### src/rtl/sfr_pkg.sv
// ----------------------------------------------------------------------------
// sfr_pkg
// Shared types, codes and the byte-wide CRC-16/Modbus update for the
// serial frame receiver.
// ----------------------------------------------------------------------------
package sfr_pkg;

	localparam logic [15:0] CRC_INIT = 16'hFFFF;
	localparam logic [15:0] CRC_POLY = 16'hA001;
	localparam logic [15:0] TICK_MAX = 16'hFFFF;

	localparam int CFG_IDX_W = 2;
	localparam logic [CFG_IDX_W-1:0] CFG_HDR_FIRST  = 2'd0;
	localparam logic [CFG_IDX_W-1:0] CFG_HDR_SECOND = 2'd1;
	localparam logic [CFG_IDX_W-1:0] CFG_TIMEOUT    = 2'd2;

	localparam logic [7:0]  HDR_FIRST_RST  = 8'h55;
	localparam logic [7:0]  HDR_SECOND_RST = 8'hAA;
	localparam logic [15:0] TIMEOUT_RST    = 16'd50;

	typedef enum logic [2:0] {
		ST_HDR1   = 3'd0,
		ST_HDR2   = 3'd1,
		ST_LEN    = 3'd2,
		ST_DATA   = 3'd3,
		ST_CRC_HI = 3'd4,
		ST_CRC_LO = 3'd5
	} parse_t;

	typedef enum logic [1:0] {
		KIND_PAYLOAD = 2'd0,
		KIND_GOOD    = 2'd1,
		KIND_BAD     = 2'd2
	} kind_t;

	typedef struct packed {
		kind_t      kind;
		logic [7:0] payload_byte;
		logic [7:0] payload_index;
		logic [7:0] frame_length;
	} result_t;

	typedef struct packed {
		logic [7:0]  header_first;
		logic [7:0]  header_second;
		logic [15:0] timeout_ticks;
	} cfg_t;

	// reflected crc, one byte, lsb first
	function automatic logic [15:0] crc16_byte(input logic [15:0] crc, input logic [7:0] b);
		logic [15:0] c;
		c = crc ^ {8'h00, b};
		for (int k = 0; k < 8; k++) begin
			if (c[0]) begin
				c = (c >> 1) ^ CRC_POLY;
			end else begin
				c = c >> 1;
			end
		end
		return c;
	endfunction

endpackage

### src/rtl/serial_frame_receiver_crc16_top.sv
// ----------------------------------------------------------------------------
// serial_frame_receiver_crc16_top
// Serial frame deframer with CRC-16/Modbus check.
// ----------------------------------------------------------------------------
// Usage:
//   s_* stream: one item per received byte (s_tuser = 0) or timer tick
//   (s_tuser = 1). m_* stream: payload bytes with their index, and one good
//   or bad verdict after the two crc bytes of each frame.
//   cfg_* channel: writes header_first (0), header_second (1) and
//   timeout_ticks (2); always ready, write only while the block is idle.
// Timing: an accepted item is registered in the input stage, then parsed, and
//   its result is registered in the result register, which drives m_tvalid;
//   while the result register is full, the item waits in the input stage.
// Throughput: one item per cycle while the result register can take it, set
//   by the combinational parse and byte-wide crc update from input stage to result register.
// Reset: parser waits for the first header, crc = 0xFFFF, tick timer clear,
//   registers take 0x55, 0xAA and 50.
// Stall: while m_tready is low with a result pending, the input stage holds
//   one item and s_tready drops once it is full; ticks and bytes with no
//   result still pass as soon as the result register can take them.
// ----------------------------------------------------------------------------
module serial_frame_receiver_crc16_top (
	input  logic                          clk,
	input  logic                          arst_n,
	input  logic                          s_tvalid,
	output logic                          s_tready,
	input  logic [7:0]                    s_tdata,   // rx_byte
	input  logic [0:0]                    s_tuser,   // op
	output logic                          m_tvalid,
	input  logic                          m_tready,
	output logic [23:0]                   m_tdata,   // payload_byte, payload_index, frame_length
	output logic [1:0]                    m_tuser,   // kind
	input  logic                          cfg_valid,
	output logic                          cfg_ready,
	input  logic [sfr_pkg::CFG_IDX_W-1:0] cfg_index,
	input  logic [15:0]                   cfg_data
);
	import sfr_pkg::*;

	cfg_t       cfg_q;
	logic       valid_s1;
	logic       op_s1;
	logic [7:0] byte_s1;
	logic       out_ready;
	logic       adv;
	logic       res_valid;
	result_t    res;

	assign cfg_ready = 1'b1;
	assign adv       = valid_s1 && out_ready;
	assign s_tready  = !valid_s1 || out_ready;

	always_ff @(posedge clk or negedge arst_n) begin
		if (!arst_n) begin
			cfg_q.header_first  <= HDR_FIRST_RST;
			cfg_q.header_second <= HDR_SECOND_RST;
			cfg_q.timeout_ticks <= TIMEOUT_RST;
		end else if (cfg_valid) begin
			case (cfg_index)
				CFG_HDR_FIRST:  cfg_q.header_first  <= cfg_data[7:0];
				CFG_HDR_SECOND: cfg_q.header_second <= cfg_data[7:0];
				CFG_TIMEOUT:    cfg_q.timeout_ticks <= cfg_data;
				default: begin
				end
			endcase
		end
	end

	// input stage
	always_ff @(posedge clk or negedge arst_n) begin
		if (!arst_n) begin
			valid_s1 <= 1'b0;
		end else if (s_tready) begin
			valid_s1 <= s_tvalid;
		end
	end

	always_ff @(posedge clk) begin
		if (s_tready && s_tvalid) begin
			op_s1   <= s_tuser[0];
			byte_s1 <= s_tdata;
		end
	end

	sfr_parser u_parser (
		.clk       (clk),
		.arst_n    (arst_n),
		.step_en   (adv),
		.op        (op_s1),
		.rx_byte   (byte_s1),
		.cfg       (cfg_q),
		.res_valid (res_valid),
		.res       (res)
	);

	sfr_out_reg u_out (
		.clk       (clk),
		.arst_n    (arst_n),
		.take      (adv),
		.res_valid (res_valid),
		.res       (res),
		.ready     (out_ready),
		.m_tvalid  (m_tvalid),
		.m_tready  (m_tready),
		.m_tdata   (m_tdata),
		.m_tuser   (m_tuser)
	);

endmodule

### src/rtl/sfr_parser.sv
// ----------------------------------------------------------------------------
// sfr_parser
// Frame parse state, tick timer and running CRC; one item per enabled cycle.
// ----------------------------------------------------------------------------
module sfr_parser (
	input  logic            clk,
	input  logic            arst_n,
	input  logic            step_en,
	input  logic            op,
	input  logic [7:0]      rx_byte,
	input  sfr_pkg::cfg_t   cfg,
	output logic            res_valid,
	output sfr_pkg::result_t res
);
	import sfr_pkg::*;

	parse_t      step_q, step_d, step_eff;
	logic [7:0]  len_q, len_d;
	logic [7:0]  seen_q, seen_d;
	logic [15:0] crc_q, crc_d, crc_base, crc_upd;
	logic [7:0]  crc_hi_q, crc_hi_d;
	logic [15:0] tick_q, tick_d, tick_inc;
	logic        timed_q, timed_d;
	logic [7:0]  seen_inc;

	assign tick_inc = (tick_q == TICK_MAX) ? tick_q : tick_q + 16'd1;
	assign step_eff = timed_q ? ST_HDR1 : step_q;
	assign crc_base = (step_eff == ST_LEN) ? CRC_INIT : crc_q;
	assign crc_upd  = crc16_byte(crc_base, rx_byte);
	assign seen_inc = seen_q + 8'd1;

	// next state
	always_comb begin
		step_d   = step_q;
		len_d    = len_q;
		seen_d   = seen_q;
		crc_d    = crc_q;
		crc_hi_d = crc_hi_q;
		tick_d   = tick_q;
		timed_d  = timed_q;
		if (op) begin
			tick_d = tick_inc;
			if (tick_inc >= cfg.timeout_ticks) begin
				timed_d = 1'b1;
			end
		end else begin
			step_d = step_eff;
			case (step_eff)
				ST_HDR1: begin
					if (rx_byte == cfg.header_first) begin
						timed_d = 1'b0;
						tick_d  = '0;
						step_d  = ST_HDR2;
					end
				end
				ST_HDR2: begin
					step_d = (rx_byte == cfg.header_second) ? ST_LEN : ST_HDR1;
				end
				ST_LEN: begin
					len_d  = rx_byte;
					seen_d = '0;
					crc_d  = crc_upd;
					step_d = (rx_byte == 8'd0) ? ST_CRC_HI : ST_DATA;
				end
				ST_DATA: begin
					crc_d  = crc_upd;
					seen_d = seen_inc;
					if (seen_inc == len_q) begin
						step_d = ST_CRC_HI;
					end
				end
				ST_CRC_HI: begin
					crc_hi_d = rx_byte;
					step_d   = ST_CRC_LO;
				end
				ST_CRC_LO: begin
					step_d = ST_HDR1;
				end
				default: begin
					step_d = ST_HDR1;
				end
			endcase
		end
	end

	// result
	always_comb begin
		res_valid         = 1'b0;
		res.kind          = KIND_PAYLOAD;
		res.payload_byte  = '0;
		res.payload_index = '0;
		res.frame_length  = len_q;
		if (!op) begin
			case (step_eff)
				ST_DATA: begin
					res_valid         = 1'b1;
					res.payload_byte  = rx_byte;
					res.payload_index = seen_q;
				end
				ST_CRC_LO: begin
					res_valid = 1'b1;
					res.kind  = ({crc_hi_q, rx_byte} == crc_q) ? KIND_GOOD : KIND_BAD;
				end
				default: begin
					res_valid = 1'b0;
				end
			endcase
		end
	end

	always_ff @(posedge clk or negedge arst_n) begin
		if (!arst_n) begin
			step_q   <= ST_HDR1;
			len_q    <= '0;
			seen_q   <= '0;
			crc_q    <= CRC_INIT;
			crc_hi_q <= '0;
			tick_q   <= '0;
			timed_q  <= 1'b0;
		end else if (step_en) begin
			step_q   <= step_d;
			len_q    <= len_d;
			seen_q   <= seen_d;
			crc_q    <= crc_d;
			crc_hi_q <= crc_hi_d;
			tick_q   <= tick_d;
			timed_q  <= timed_d;
		end
	end

	a_tick_silent: assert property (@(posedge clk) disable iff (!arst_n)
		step_en && op |-> !res_valid)
		else $error("tick produced a result");

	a_verdict_restarts: assert property (@(posedge clk) disable iff (!arst_n)
		step_en && res_valid && res.kind != KIND_PAYLOAD |=> step_q == ST_HDR1)
		else $error("parser did not restart after verdict");

	a_index_in_frame: assert property (@(posedge clk) disable iff (!arst_n)
		res_valid && res.kind == KIND_PAYLOAD |-> res.payload_index < res.frame_length)
		else $error("payload index beyond frame length");

	a_header_clears_timer: assert property (@(posedge clk) disable iff (!arst_n)
		step_en && !op && step_eff == ST_HDR1 && rx_byte == cfg.header_first
		|=> tick_q == 16'd0 && !timed_q)
		else $error("timer not cleared on frame start");

endmodule

### src/rtl/sfr_out_reg.sv
// ----------------------------------------------------------------------------
// sfr_out_reg
// Result register toward the master-side stream.
// ----------------------------------------------------------------------------
module sfr_out_reg (
	input  logic             clk,
	input  logic             arst_n,
	input  logic             take,
	input  logic             res_valid,
	input  sfr_pkg::result_t res,
	output logic             ready,
	output logic             m_tvalid,
	input  logic             m_tready,
	output logic [23:0]      m_tdata,  // payload_byte, payload_index, frame_length
	output logic [1:0]       m_tuser   // kind
);
	import sfr_pkg::*;

	logic    valid_q;
	result_t data_q;

	assign ready    = !valid_q || m_tready;
	assign m_tvalid = valid_q;
	assign m_tdata  = {data_q.frame_length, data_q.payload_index, data_q.payload_byte};
	assign m_tuser  = data_q.kind;

	always_ff @(posedge clk or negedge arst_n) begin
		if (!arst_n) begin
			valid_q <= 1'b0;
		end else if (ready) begin
			valid_q <= take && res_valid;
		end
	end

	always_ff @(posedge clk) begin
		if (ready && take && res_valid) begin
			data_q <= res;
		end
	end

	a_hold_while_stalled: assert property (@(posedge clk) disable iff (!arst_n)
		valid_q && !m_tready |=> valid_q && $stable(data_q))
		else $error("result lost while stalled");

	a_no_take_when_full: assert property (@(posedge clk) disable iff (!arst_n)
		take |-> ready)
		else $error("item advanced into a full result register");

	a_kind_legal: assert property (@(posedge clk) disable iff (!arst_n)
		valid_q |-> data_q.kind != 2'd3)
		else $error("illegal result kind");

endmodule

### config.mk
export PLATFORM = sky130hd
export DESIGN_NAME = serial_frame_receiver_crc16_top
export DESIGN_NICKNAME = d
export VERILOG_FILES = /design/src/rtl/sfr_pkg.sv /design/src/rtl/serial_frame_receiver_crc16_top.sv /design/src/rtl/sfr_parser.sv /design/src/rtl/sfr_out_reg.sv
export SDC_FILE = /design/constraint.sdc
export NUM_CORES = 1
export LEC_CHECK = 0
export BUFFER_PORTS_ARGS = -buffer_cell sky130_fd_sc_hd__buf_2
export CORE_ASPECT_RATIO = 1.1
export CORE_UTILIZATION = 25
export CTS_BUF_LIST = sky130_fd_sc_hd__clkbuf_2 sky130_fd_sc_hd__clkbuf_4 sky130_fd_sc_hd__clkbuf_8
export DETAILED_ROUTE_END_ITERATION = 12
export HOLD_SLACK_MARGIN = 0.08
export PLACE_DENSITY_LB_ADDON = 0.1
export SLEW_MARGIN = 10
export SYNTH_ARGS = -nofsm -noshare
export SYNTH_HDL_FRONTEND = slang
export SYNTH_SLANG_ARGS = --single-unit
export TNS_END_PERCENT = 5
### constraint.sdc
create_clock -name clk -period 5.2 [get_ports clk]
set_input_delay 0.26 -clock clk [delete_from_list [all_inputs] [get_ports clk]]
set_output_delay 0.26 -clock clk [all_outputs]
set_load 0.01 [all_outputs]
# After elaboration in Yosys (flattened, before gate mapping)
# Cells that the tools add are included.
# Widths: inputs -> output; s select.
[word_totals] reg_bits=129 input_bits=32 out_inout_bits=29 elab_cells=102
[classes] n_addsub=2 order_cmp=1 eq_ne=13 muxes=27 bitwise_logic=12 n_reduce_logical=29
[ops] operator="$mux 16" n=13
[ops] operator="$eq 8x8->1" n=3
[ops] operator="$not 2->3" n=8
[ops] operator="$add 16x1->16 const B" n=1
[ops] operator="$eq 16x16->1" n=1
[ops] operator="$eq 16x16->1 const B" n=1
[ops] operator="$ge 16x16->1" n=1
[ops] operator="$pmux 8 s2" n=1
[ops] operator="$xor 16x8->16" n=1
[ops] operator="$pmux 3 s5" n=1
[ops] operator="$reduce_and 3->1" n=5
[ops] operator="$mux 3" n=4
[ops] operator="$add 8x1->8 const B" n=1
[ops] operator="$logic_not 8->1" n=1
[ops] operator="$reduce_and 2->1" n=4
[ops] operator="$reduce_or 2->1" n=4
[ops] operator="$eq 3x2->1 const B" n=2
[ops] operator="$eq 3x3->1 const B" n=2
[ops] operator="$mux 1" n=6
[ops] operator="$reduce_bool 2->1" n=3
[ops] operator="$logic_and 1x1->1" n=5
[ops] operator="$mux 2" n=2
[ops] operator="$reduce_and 4->1" n=1
[ops] operator="$eq 3x1->1 const B" n=1
[ops] operator="8 further kinds" n=12

# Depth between registers and ports, before layout
# Gate-level depths: netlist of run 1.
[logic_depth] word_depth=20 ltp_mapped=14 mapped_depth_nobuf=14

# Cells and area by module
# From an unflattened synthesis of run 1, not the netlist that was laid out.
[hier_totals] hier_cells=620 hier_area_um2=6792.8
[modules_own_cells] module="sfr_parser" instances=1 cells_each=505 area_per_inst_um2=4384.2 seq_area_each_um2=1521.5
[modules_own_cells] module="serial_frame_receiver_crc16_top" instances=1 cells_each=84 area_per_inst_um2=1567.8 seq_area_each_um2=1109.8
[modules_own_cells] module="sfr_out_reg" instances=1 cells_each=31 area_per_inst_um2=840.8 seq_area_each_um2=805.8

# Least setup slack after synthesis of run 1
# OpenSTA, ideal clock, no wires.
[synth_timing] path_type="reg-to-reg" startpoint="register u_parser.step_q[0]" endpoint="register u_out.data_q (netlist bit u_out.m_tdata[0]), enable pin" setup_time_ns=0.556 t_arrival_ns=5.071 slack_ns=-0.428 path_stages_with_launch=4 path_buffers=1 path_cell_list="dfrtp_1 -> clkbuf_1 -> nand2b_1 -> a2111oi_0"
[synth_via] elab_chain_len=6
[synth_rtl] element="start, declared" line="sfr_parser.sv:17" text="parse_t step_q, step_d, step_eff;"
[synth_rtl] element="start signal, assigned" line="sfr_parser.sv:121" text="step_q <= step_d;"
[synth_rtl] element="$mux 3 (*)" line="sfr_parser.sv:27" text="assign step_eff = timed_q ? ST_HDR1 : step_q;"
[synth_rtl] element="$eq 3x2->1 or $eq 3x3->1 (tied branches)" line="sfr_parser.sv:94" text="case (step_eff)"
[synth_rtl] element="$reduce_or 2->1 (no line) (*)"
[synth_rtl] element="$mux 1 (*)" line="sfr_parser.sv:94"
[synth_rtl] element="$mux 1 (*)" line="sfr_parser.sv:93" text="if (!op) begin"
[synth_rtl] element="$logic_and 1x1->1 (*)" line="sfr_out_reg.sv:36" text="if (ready && take && res_valid) begin"
[synth_rtl] element="end signal, assigned" line="sfr_out_reg.sv:37" text="data_q <= res;"
[synth_rtl] element="end, declared" line="sfr_out_reg.sv:20" text="result_t data_q;"
# Mark *: on every way between the ends. The rest lies on a longest branch, timed or not.
# A chain may end at the register's enable or synchronous reset.

# Worst setup path after layout of run 1
[layout_timing] startpoint="register u_parser.tick_q[0]" endpoint="register u_parser.timed_q"
[layout_via] elab_chain_len=5
[layout_rtl] element="start, declared" line="sfr_parser.sv:22" text="logic [15:0] tick_q, tick_d, tick_inc;"
[layout_rtl] element="start signal, assigned" line="sfr_parser.sv:126" text="tick_q <= tick_d;"
[layout_rtl] element="$add 16x1->16 or $eq 16x16->1 (tied branches)" line="sfr_parser.sv:26" text="assign tick_inc = (tick_q == TICK_MAX) ? tick_q : tick_q + 16'd1;"
[layout_rtl] element="$mux 16 (*)" line="sfr_parser.sv:26"
[layout_rtl] element="$ge 16x16->1 (*)" line="sfr_parser.sv:43" text="if (tick_inc >= cfg.timeout_ticks) begin"
[layout_rtl] element="$ne 2x1->1 (no line) (*)"
[layout_rtl] element="$reduce_and 4->1 (no line) (*)"
[layout_rtl] element="end signal, assigned" line="sfr_parser.sv:127" text="timed_q <= timed_d;"
[layout_rtl] element="end, declared" line="sfr_parser.sv:23" text="logic timed_q, timed_d;"
# Marked as above.

==> metrics.md, run 1 <==
| Metric | Value |
|---|---|
| Outcome | finished clean |
| Drt wl/cell | 15.8 um |
| Worst-Skew Late Latency | 0.44 ns |
| Buf+Inv Stages, Crit Path | 0 |
| FF-to-FF Start | u_parser.tick_q[0]$_DFFE_PN0P_ |
| Largest net degree at the start of global routing | 54 |
| Cell Chain, Critical Path | ha_1 > nand3_1 > a21oi_1 > nor3b_1 > xor2_1 > ha_1 > a21o_1 > a21o_1 > a21oi_1 > nand4b_1 > a21oi_1 > nor3_1 > mux2_2 |
| Routed WL | 16,500 um |
| Global-route wire length before repair | 26,300 um |
| Tightest Pin Transition | 0.938 ns |
| GR Layer Usage met3 | 2.88% |
| Layout cells sized above 1 | 28.3% |
| Final Hold Fails | 0 |
| Cts bufs inserted | 17 |
| Cells after Synth | 590 |
| Hold Path Class | input pin to register |
| Terminus of the critical flop-to-flop path | u_parser.timed_q$_DFFE_PN0P_ |
| Final Core Density | 30.6% |
| Gr usage total | 12.9% |
| CP required | 5.52 ns |
| Vias | 4,622 |
| Most frequent cells in the layout | dfrtp_1 (67), buf_2 (58), mux2_2 (51), nor2_1 (43), xor2_1 (43) |
| Global routing's busiest layer | met2 |
| Top Family by Delay on Critical Path | compound AO/OA/AOI/OAI gates |
| H-tree depth | 4 |
| Most common cell after layout, fill and taps aside | dfrtp_1 |
| Num ports | 61 |
| Asr flop ratio synth | 72.9% |
| Max Clock Freq | 296 MHz |
| Clk root buf | clkbuf_8 |
| Top_reg_cell synth | dfrtp_1 |
| Pwr/cell area | 432 nW/um^2 |
| Via/cell ratio | 4.43 |
| Synth Register Bits | 129 |
| CTS resizes | 0 |
| Critical Path End | u_parser.timed_q$_DFFE_PN0P_ |
| Maxcap violations | 0 |
| Maximum fanout along the worst path | 6 |
| Initial Util | 25.5% |
| Sequential element share of the synthesized area | 51.4% |
| DR pass1 iterations | 4 |
| Vias in the first global route | 4,723 |
| Postcts setup bufs | 0 |
| Cell depth of the worst flop-to-flop path | 13 |
| EDFF count, synth | 35 |
| Crit. End Element | register |
| Slew Limit Headroom | 37.3% |
| Setup Viol. Count Final | 0 |
| Worst-path clk slew | 0.08 ns |
| Final period utilization | 65.1% |
| RSZ-0062 raised after global routing | false |
| WP depth | 13 |
| Initial antenna violation count | 0 |
| Nets | 729 |
| Height of the die | 174 um |
| Number of library cell types mapped by synthesis | 56 |
| Area Growth Syn to Fin | 20.0% |
| Final number of max-transition violations | 0 |
| Met2 usage | 22.7% |
| CTS tree | done |
| DRC violations left | 0 |
| WS Path Type | register to register |
| DRT iter0 DRCs | 223 |
| HPWL after detailed placement | 11,700 um |
| Die Span X | 158 um |
| Num rows | 62 |
| Reg2Reg Setup Slack | 1.82 ns |
| Yosys warning count | 0 |
| Cts hold-fix bufs | 23 |
| Crit path launch | u_parser.tick_q[0]$_DFFE_PN0P_ |
| Synthesized area | 6690 sq um |
| Die area | 27,400 sq um |
| CP Launch Type | register |
| Final TNS setup | 0 ns |
| CP max-delay cell | dfrtp_1 |
| Critical Path AT | 3.70 ns |
| Cell mode on critical path | a21oi_1 |
| Ant. Diodes | 0 |
| GRT met1 Usage | 15.4% |
| Max clock buf depth | 2 |
| Syn Area/Cell | 11.3 sq um |
| Routability congestion estimate | 0.755 |
| Total gr overflow | 0 |
| Peak VDD IR | 0.190 mV |
| Crit path time final | 3.38 ns |
| Leakage | 3.35 nW |
| Post-Syn Nets | 640 |
| Clock skew | 0.0138 ns |
| Clk sink count | 129 |
| IO Port Bufs | 59 |
| Delay of the slowest cell on the worst path | 0.49 ns |
| CORE AREA | 26,200 sq um |
| Antenna viol nets, final | 0 |
## state kept, by name, summed over array words and instances (netlist names), 2 cells and up
signal,cells
u_parser.step_q,3
u_parser.seen_q,8
cfg_q,32
u_parser.crc_q,16
u_parser.crc_hi_q,8
byte_s1,8
u_parser.tick_q,16
u_out.m_tuser,2
u_parser.len_q,8
u_out.m_tdata,24
## area by class of cell
type	count	area, sq um
fill	2792	18200
multi-input combinational	410	3050
timing repair buffer	95	626
clock buffer	17	234
sequential	129	3440
clock inverter	15	136
tap	352	440
inverter	26	97.6
## power breakdown
| part | total, W | internal (W) | switching (W) |
|---|---|---|---|
| Sequential | 0.00158 | 0.00133 | 0.000248 |
| Clock | 0.000807 | 0.000381 | 0.000426 |
| Combinational | 0.00108 | 0.000577 | 0.000507 |
| Total | 0.00347 | 0.00229 | 0.00118 |
## layer usage
layer,up-vias,part of all wire (%)
met5,-,0
met4,0,1.2
met3,17,2.8
met2,89,52
met1,2274,44
li1,2242,-
## worst min-delay path by stage
stage	endpoint	slack, ns	from	cells past startpoint
final	cfg_q[4]$_DFFE_PN1P_	0.13	cfg_data[4]	2
after global routing	cfg_q[20]$_DFFE_PN0P_	0.09	cfg_data[4]	2
after CTS	cfg_q[24]$_DFFE_PN1P_	0.09	cfg_data[0]	2
after detailed placement	cfg_q[8]$_DFFE_PN0P_	0.33	arst_n	1
after global placement	cfg_q[8]$_DFFE_PN0P_	0.31	arst_n	1
after floorplan	cfg_q[0]$_DFFE_PN0P_	-0.04	arst_n	0
## through the flow
stage	std cells	power (W)	hold WS [ns]	setup WS, ns	cell area, sq um
floorplan	590	0.00241	-0.0356	0.885	6690
global placement	989	0.00268	0.314	1.92	7420
detailed placement	989	0.00269	0.326	1.88	7420
CTS	1044	0.00354	0.0945	1.83	8020
global route	1044	0.00373	0.0905	1.49	8020
finish	1044	0.00347	0.132	1.82	8020
## cells by family (layout without fill, tap and decap cells)
logic type                 Yosys count  count (layout)  synth area share [%]
and+or+nand+nor                    166             166                  12.7
DFF                                129             129                  51.4
AOI/OAI and AO/OA                   93              93                  8.65
xor gates and xnor gates            80              80                  11.9
muxes                               52              52                  8.74
buffers and inverters               51             153                  3.18
adders and majority gates           18              18                  3.37
other                                1               1                0.0561
## worst register-to-register path: stages (launching register included)
cell and delay, ns:
dfrtp_1 0.49, ha_1 0.30, nand3_1 0.10, a21oi_1 0.40, nor3b_1 0.45, xor2_1 0.13, ha_1 0.20, a21o_1 0.18
a21o_1 0.19, a21oi_1 0.16, nand4b_1 0.16, a21oi_1 0.17, nor3_1 0.08, mux2_2 0.27
## Yosys cell counts (2+ instances only)
cell type	n	area, sq um
inv_1	26	97.6
nor3_1	11	55.1
nand3b_1	2	15.0
mux2_2	51	574
o22a_1	3	26.3
nand2_1	31	116
nor3b_1	2	15.0
a211oi_1	2	15.0
xnor2_4	3	82.6
xnor2_1	30	263
nor2b_1	3	18.8
buf_2	7	35.0
xnor2_2	2	32.5
dfstp_2	27	709
nor2_1	43	161
o21a_1	3	22.5
nor2_2	4	25.0
xor2_1	43	377
ha_1	18	225
and2_1	20	125
o21ai_0	36	180
nor4_1	9	56.3
nand3_1	19	95.1
nand4_1	5	31.3
nand2b_1	5	31.3
or4_1	2	15.0
a22o_1	5	43.8
a21oi_1	16	80.1
a31oi_1	7	43.8
and3_1	5	31.3
o31ai_1	6	45.0
a21o_1	6	45.0
clkbuf_1	15	56.3
dfrtp_1	67	1680
edfxtp_1	35	1050
No activity file was read; power rests on OpenSTA's default activity.
==> run 2, diff against run 1 <==
Clock period 5.2 ns to 3.3 ns, I/O delays scaled along.
==> metrics.md, run 2 (synthesis gave the netlist of run 1 again) <==
| Metric | Value |
|---|---|
| CORE AREA | 26,200 sq um |
| CP Launch Type | register |
| CTS tree | done |
| Height of the die | 174 um |
| Num ports | 61 |
| Final period utilization | 92.2% |
| Final Core Density | 31.5% |
| Slew Limit Headroom | 37.5% |
| Layout cells sized above 1 | 29.4% |
| Pwr/cell area | 691 nW/um^2 |
| Most frequent cells in the layout | dfrtp_1 (66), buf_2 (58), mux2_2 (51), nor2_1 (43), xor2_1 (43) |
| Largest Register | cfg_q |
| Leakage | 3.47 nW |
| Critical Path AT | 3.36 ns |
| Crit path time final | 3.04 ns |
| H-tree depth | 4 |
| Postcts setup bufs | 0 |
| Die area | 27,400 sq um |
| Multi-input gate area | 3060 sq um |
| Cell Chain, Critical Path | nand3_1 > or3_1 > a31oi_1 > and3_1 > xor2_1 > ha_1 > a21o_1 > a21o_1 > a21oi_1 > nand4b_1 > a21oi_1 > nor3_1 > mux2_2 |
| Area Growth Syn to Fin | 23.4% |
| Design Power | 0.00570 W |
| Initial Util | 25.5% |
| Crit. End Element | register |
| Max Clock Freq | 329 MHz |
| CP max-delay cell | dfrtp_2 |
| DRT iter0 DRCs | 176 |
| Routed WL | 16,800 um |
| Tightest Pin Transition | 0.935 ns |
| Die Span X | 158 um |
| Final number of max-transition violations | 0 |
| Nets | 748 |
| Num rows | 62 |
| Delay of the slowest cell on the worst path | 0.42 ns |
| Vias | 4,676 |
| Most common cell after layout, fill and taps aside | dfrtp_1 |
| Largest net degree at the start of global routing | 53 |
| Routability congestion estimate | 0.778 |
| Vias in the first global route | 4,866 |
| Maximum fanout along the worst path | 6 |
| IO Port Bufs | 59 |
| Worst-Skew Late Latency | 0.44 ns |
| Fillers | 2,747 |
| Final TNS setup | 0 ns |
| RSZ-0062 raised after global routing | false |
| Drt wl/cell | 15.8 um |
| WS Path Type | register to register |
| Final Hold Fails | 0 |
| Worst-path clk slew | 0.09 ns |
| Outcome | finished clean |
| Cts bufs inserted | 17 |
| HPWL after detailed placement | 12,200 um |
| Ant. Diodes | 0 |
| FF/Latch Area | 3440 sq um |
| Clock skew | 0.0155 ns |
| Initial antenna violation count | 0 |
| Clk root buf | clkbuf_8 |
| Via/cell ratio | 4.40 |
| Peak VDD IR | 0.256 mV |
| Maxcap violations | 0 |
| Reg2Reg Setup Slack | 0.26 ns |
| Gr usage total | 13.2% |
| Global-route wire length before repair | 27,100 um |
| Clk sink count | 129 |
| Setup Viol. Count Final | 0 |
| CP required | 3.62 ns |
| Antenna viol nets, final | 0 |
| DR pass1 iterations | 4 |
| DRC violations left | 0 |
| Largest register FFs | 32 |
| Max clock buf depth | 2 |
| Total gr overflow | 0 |
| Hold Path Class | input pin to register |
[run 2: routing by layer]
metal  wire [um]  track usage [%]  part of all wire, %
met1        7190             15.5                   43
met2        8620             23.0                   51
met3         581             3.05                  3.5
met4         372             5.26                  2.2
met5           0                0                    0
[run 2: layout make-up]
cell class | instances | share of cell area, %
clock buffers | 17 | 2.84
clock inverters | 15 | 2.18
inverters | 26 | 1.18
multi-input cells | 410 | 37.1
flip-flops and latches | 129 | 41.7
well taps | 352 | 5.34
repair buffers | 114 | 9.65
[run 2: what timing repair did]
item,4_1_cts,5_1_grt
endpoints found under the setup margin,0,1
gates resized for setup,0,2
endpoints found under the hold margin,82,0
hold buffers,29,0
[run 2: final timing paths]
kind | start | to | cells past startpoint
setup / recovery | u_parser.tick_q[5]$_DFFE_PN0P_ | u_parser.timed_q$_DFFE_PN0P_ | 13
hold / removal | cfg_index[0] | cfg_q[31]$_DFFE_PN0P_ | 4
setup reg to reg | u_parser.tick_q[5]$_DFFE_PN0P_ | u_parser.timed_q$_DFFE_PN0P_ | 13
hold reg to reg | u_parser.crc_q[11]$_DFFE_PN1P_ | u_parser.crc_q[11]$_DFFE_PN1P_ | 2
max in group asynchronous | arst_n | u_parser.crc_q[13]$_DFFE_PN1P_ | 3
min in group asynchronous | arst_n | cfg_q[8]$_DFFE_PN0P_ | 2
[run 2: power by group]
group          switching, W  internal, W  leakage [nW]
combinational      0.000865     0.000936          1.81
sequential         0.000358      0.00210          1.45
clock              0.000685     0.000756         0.205
[run 2: worst max-delay path: cells and delay by family, from the launching register on]
kind	cells	cell delay, ns
AND/OR/NAND/NOR	5	0.97
XOR/XNOR	1	0.17
adder cells (fa/ha/maj)	1	0.26
AO/OA/AOI/OAI	5	0.84
flip-flops	1	0.42
multiplexers	1	0.27
[run 2: through the flow]
stage / setup WS [ns] / area, sq um / cells / hold WS (ns)
final: 0.259 / 8250 / 1063 / 0.276
after global routing: 0.0201 / 8250 / 1063 / 0.269
after CTS: 0.190 / 8250 / 1063 / 0.249
after detailed placement: 0.231 / 7540 / 1002 / 0.283
after global placement: 0.232 / 7540 / 1002 / 0.280
after floorplan: 0.334 / 6690 / 590 / -0.131
==> run 3, diff against run 2 <==
Settings changed: ABC_AREA set to 1, SLEW_MARGIN 10 to 20.
==> metrics.md, run 3 <==
| Metric | Value |
|---|---|
| H-tree depth | 4 |
| Top cells by count, synth | nand2_1 (190), inv_1 (94), nor2_1 (72) |
| Outcome | finished clean |
| Dpl cell area | 7340 sq um |
| Hold Path Class | input pin to async pin |
| Clk sink count | 129 |
| Via/cell ratio | 4.25 |
| Crit. End Element | register |
| Clk root buf | clkbuf_8 |
| Most frequent cells in the layout | nand2_1 (190), inv_1 (94), o21ai_0 (71), nor2_1 (69), dfrtp_1 (67) |
| Hold slack | 0.303 ns |
| Drt wl/cell | 14.5 um |
| Area Growth Syn to Fin | 21.7% |
| Final TNS setup | 0 ns |
| EDFF count, synth | 35 |
| Routed WL | 17,800 um |
| Largest net degree at the start of global routing | 50 |
| Tightest Pin Transition | 0.955 ns |
| Maximum fanout along the worst path | 5 |
| Most common cell after layout, fill and taps aside | nand2_1 |
| Global-route wire length before repair | 28,900 um |
| Top_reg_cell synth | dfrtp_1 |
| Fillers | 2,824 |
| Ant. Diodes | 0 |
| Sequential element share of the synthesized area | 51.7% |
| Final Hold Fails | 0 |
| Cells after Synth | 771 |
| Yosys top cell area share | 25.2% |
| Slew Limit Headroom | 36.2% |
| Number of library cell types mapped by synthesis | 43 |
| CTS tree | done |
| CP required | 3.64 ns |
| Max clock buf depth | 2 |
| Most frequent cell after synthesis | nand2_1 |
| Pwr/cell area | 704 nW/um^2 |
| Post-route cell area | 8090 sq um |
| Num rows | 62 |
| Largest cells by area after synthesis | dfrtp_1 (25%), edfxtp_1 (16%), nand2_1 (11%) |
| Synthesized area | 6650 sq um |
| Num ports | 61 |
| Yosys warning count | 0 |
| Crit path time final | 2.94 ns |
| CP Launch Type | register |
| Routability congestion estimate | 0.789 |
| DRC violations left | 0 |
| Maxcap violations | 0 |
| Height of the die | 173 um |
| Final period utilization | 89.1% |
| Setup Viol. Count Final | 0 |
| Leakage | 3.70 nW |
| Die Span X | 157 um |
| CORE AREA | 26,100 sq um |
| Initial antenna violation count | 0 |
| Cts bufs inserted | 17 |
| Layout cells sized above 1 | 18.2% |
| IO Port Bufs | 59 |
| Clock skew | 0.0237 ns |
| Largest Register | cfg_q |
| Asr flop ratio synth | 72.9% |
| Max Clock Freq | 340 MHz |
| WS Path Type | register to register |
| Syn Area/Cell | 8.62 sq um |
| Vias in the first global route | 5,376 |
| Initial Util | 25.4% |
| Worst-Skew Late Latency | 0.46 ns |
| DRT iter0 DRCs | 223 |
| DR pass1 iterations | 6 |
| Multi-input gate area | 2760 sq um |
| Antenna viol nets, final | 0 |
| FF/Latch Area | 3440 sq um |
| Worst-path clk slew | 0.10 ns |
| HPWL after detailed placement | 13,000 um |
| Final Worst Setup Slack | 0.358 ns |
| Synth Register Bits | 129 |
| Gr usage total | 14.1% |
| Critical Path AT | 3.28 ns |
| Die area | 27,200 sq um |
| Largest register FFs | 32 |
| Post-Syn Nets | 821 |
| Area leader, netlist | dfrtp_1 |
| Peak VDD IR | 0.256 mV |
| Nets | 916 |
| Final number of max-transition violations | 0 |
| Pre-CTS setup slack | 0.285 ns |
| Total gr overflow | 0 |
| Final Core Density | 30.9% |
| Vias | 5,235 |
-- run 3: timing repair --
action / in CTS / in global routing
buffers inserted: 0 / 2
gates resized for setup: 0 / 3
setup endpoints to repair: 0 / 1
hold buffers: 30 / 0
hold endpoints to repair: 76 / 0
-- run 3: stage by stage --
step / instances / total power, W
3_3_place_gp: 1167 / 0.00424
5_1_grt: 1231 / 0.00616
6_report: 1231 / 0.00570
3_5_place_dp: 1167 / 0.00424
4_1_cts: 1229 / 0.00579
2_1_floorplan: 771 / 0.00375
-- run 3: area by class of cell --
cell class                 instances  area share, %
sequential                       129           42.5
clock inverter                    15           2.37
inverter                         101           4.69
multi-input combinational        523           34.1
timing repair buffer              94           8.01
tap                              352           5.44
clock buffer                      17           2.89
-- run 3: metal layers --
layer  global-route usage, %  part of all wire, %
met5                       0                    0
met4                    4.81                  1.4
met3                    2.33                  2.2
met2                    25.5                   53
met1                    16.6                   44
-- run 3: cell families (layout without fill, tap and decap cells) --
logic type	Yosys count	in the layout	share of synthesized area [%]
flops	129	129	51.7
xor+xnor	43	43	5.67
simple gates	341	341	22.2
buf+inv	119	227	7.04
compound gates	120	120	9.99
other cells	1	1	0.0564
fa+ha+maj	18	18	3.39
-- run 3: path summary, 6_finish.rpt --
kind,from,endpoint,slack [ns],cells after the start
max,u_parser.tick_q[0]$_DFFE_PN0P_,u_parser.timed_q$_DFFE_PN0P_,0.36,20
min,arst_n,u_parser.tick_q[7]$_DFFE_PN0P_,0.30,2
max reg2reg,u_parser.tick_q[0]$_DFFE_PN0P_,u_parser.timed_q$_DFFE_PN0P_,0.36,20
min reg2reg,cfg_q[4]$_DFFE_PN1P_,cfg_q[4]$_DFFE_PN1P_,0.50,2
max in group asynchronous,arst_n,cfg_q[28]$_DFFE_PN1P_,2.20,3
min in group clk,cfg_valid,cfg_q[26]$_DFFE_PN1P_,0.32,4
-- run 3: critical path, stage by stage (launching register included) --
cell	delay (ns)
dfrtp_1	0.43
ha_1	0.23
inv_1	0.11
nor2_4	0.06
nand3_2	0.11
nor2_4	0.06
nand2_2	0.10
inv_2	0.07
nor4_1	0.22
xor2_1	0.25
inv_1	0.07
ha_1	0.27
nand2_1	0.07
nor3_2	0.23
nand3_1	0.09
nand3_1	0.11
nand2_1	0.05
o21ai_0	0.11
nand2_1	0.07
nand2_1	0.06
nand2_1	0.04
-- run 3: report_power, final --
part / internal, W / switching, W
registers: 0.00205 / 0.000297
logic: 0.000710 / 0.00115
clock network: 0.000710 / 0.000776
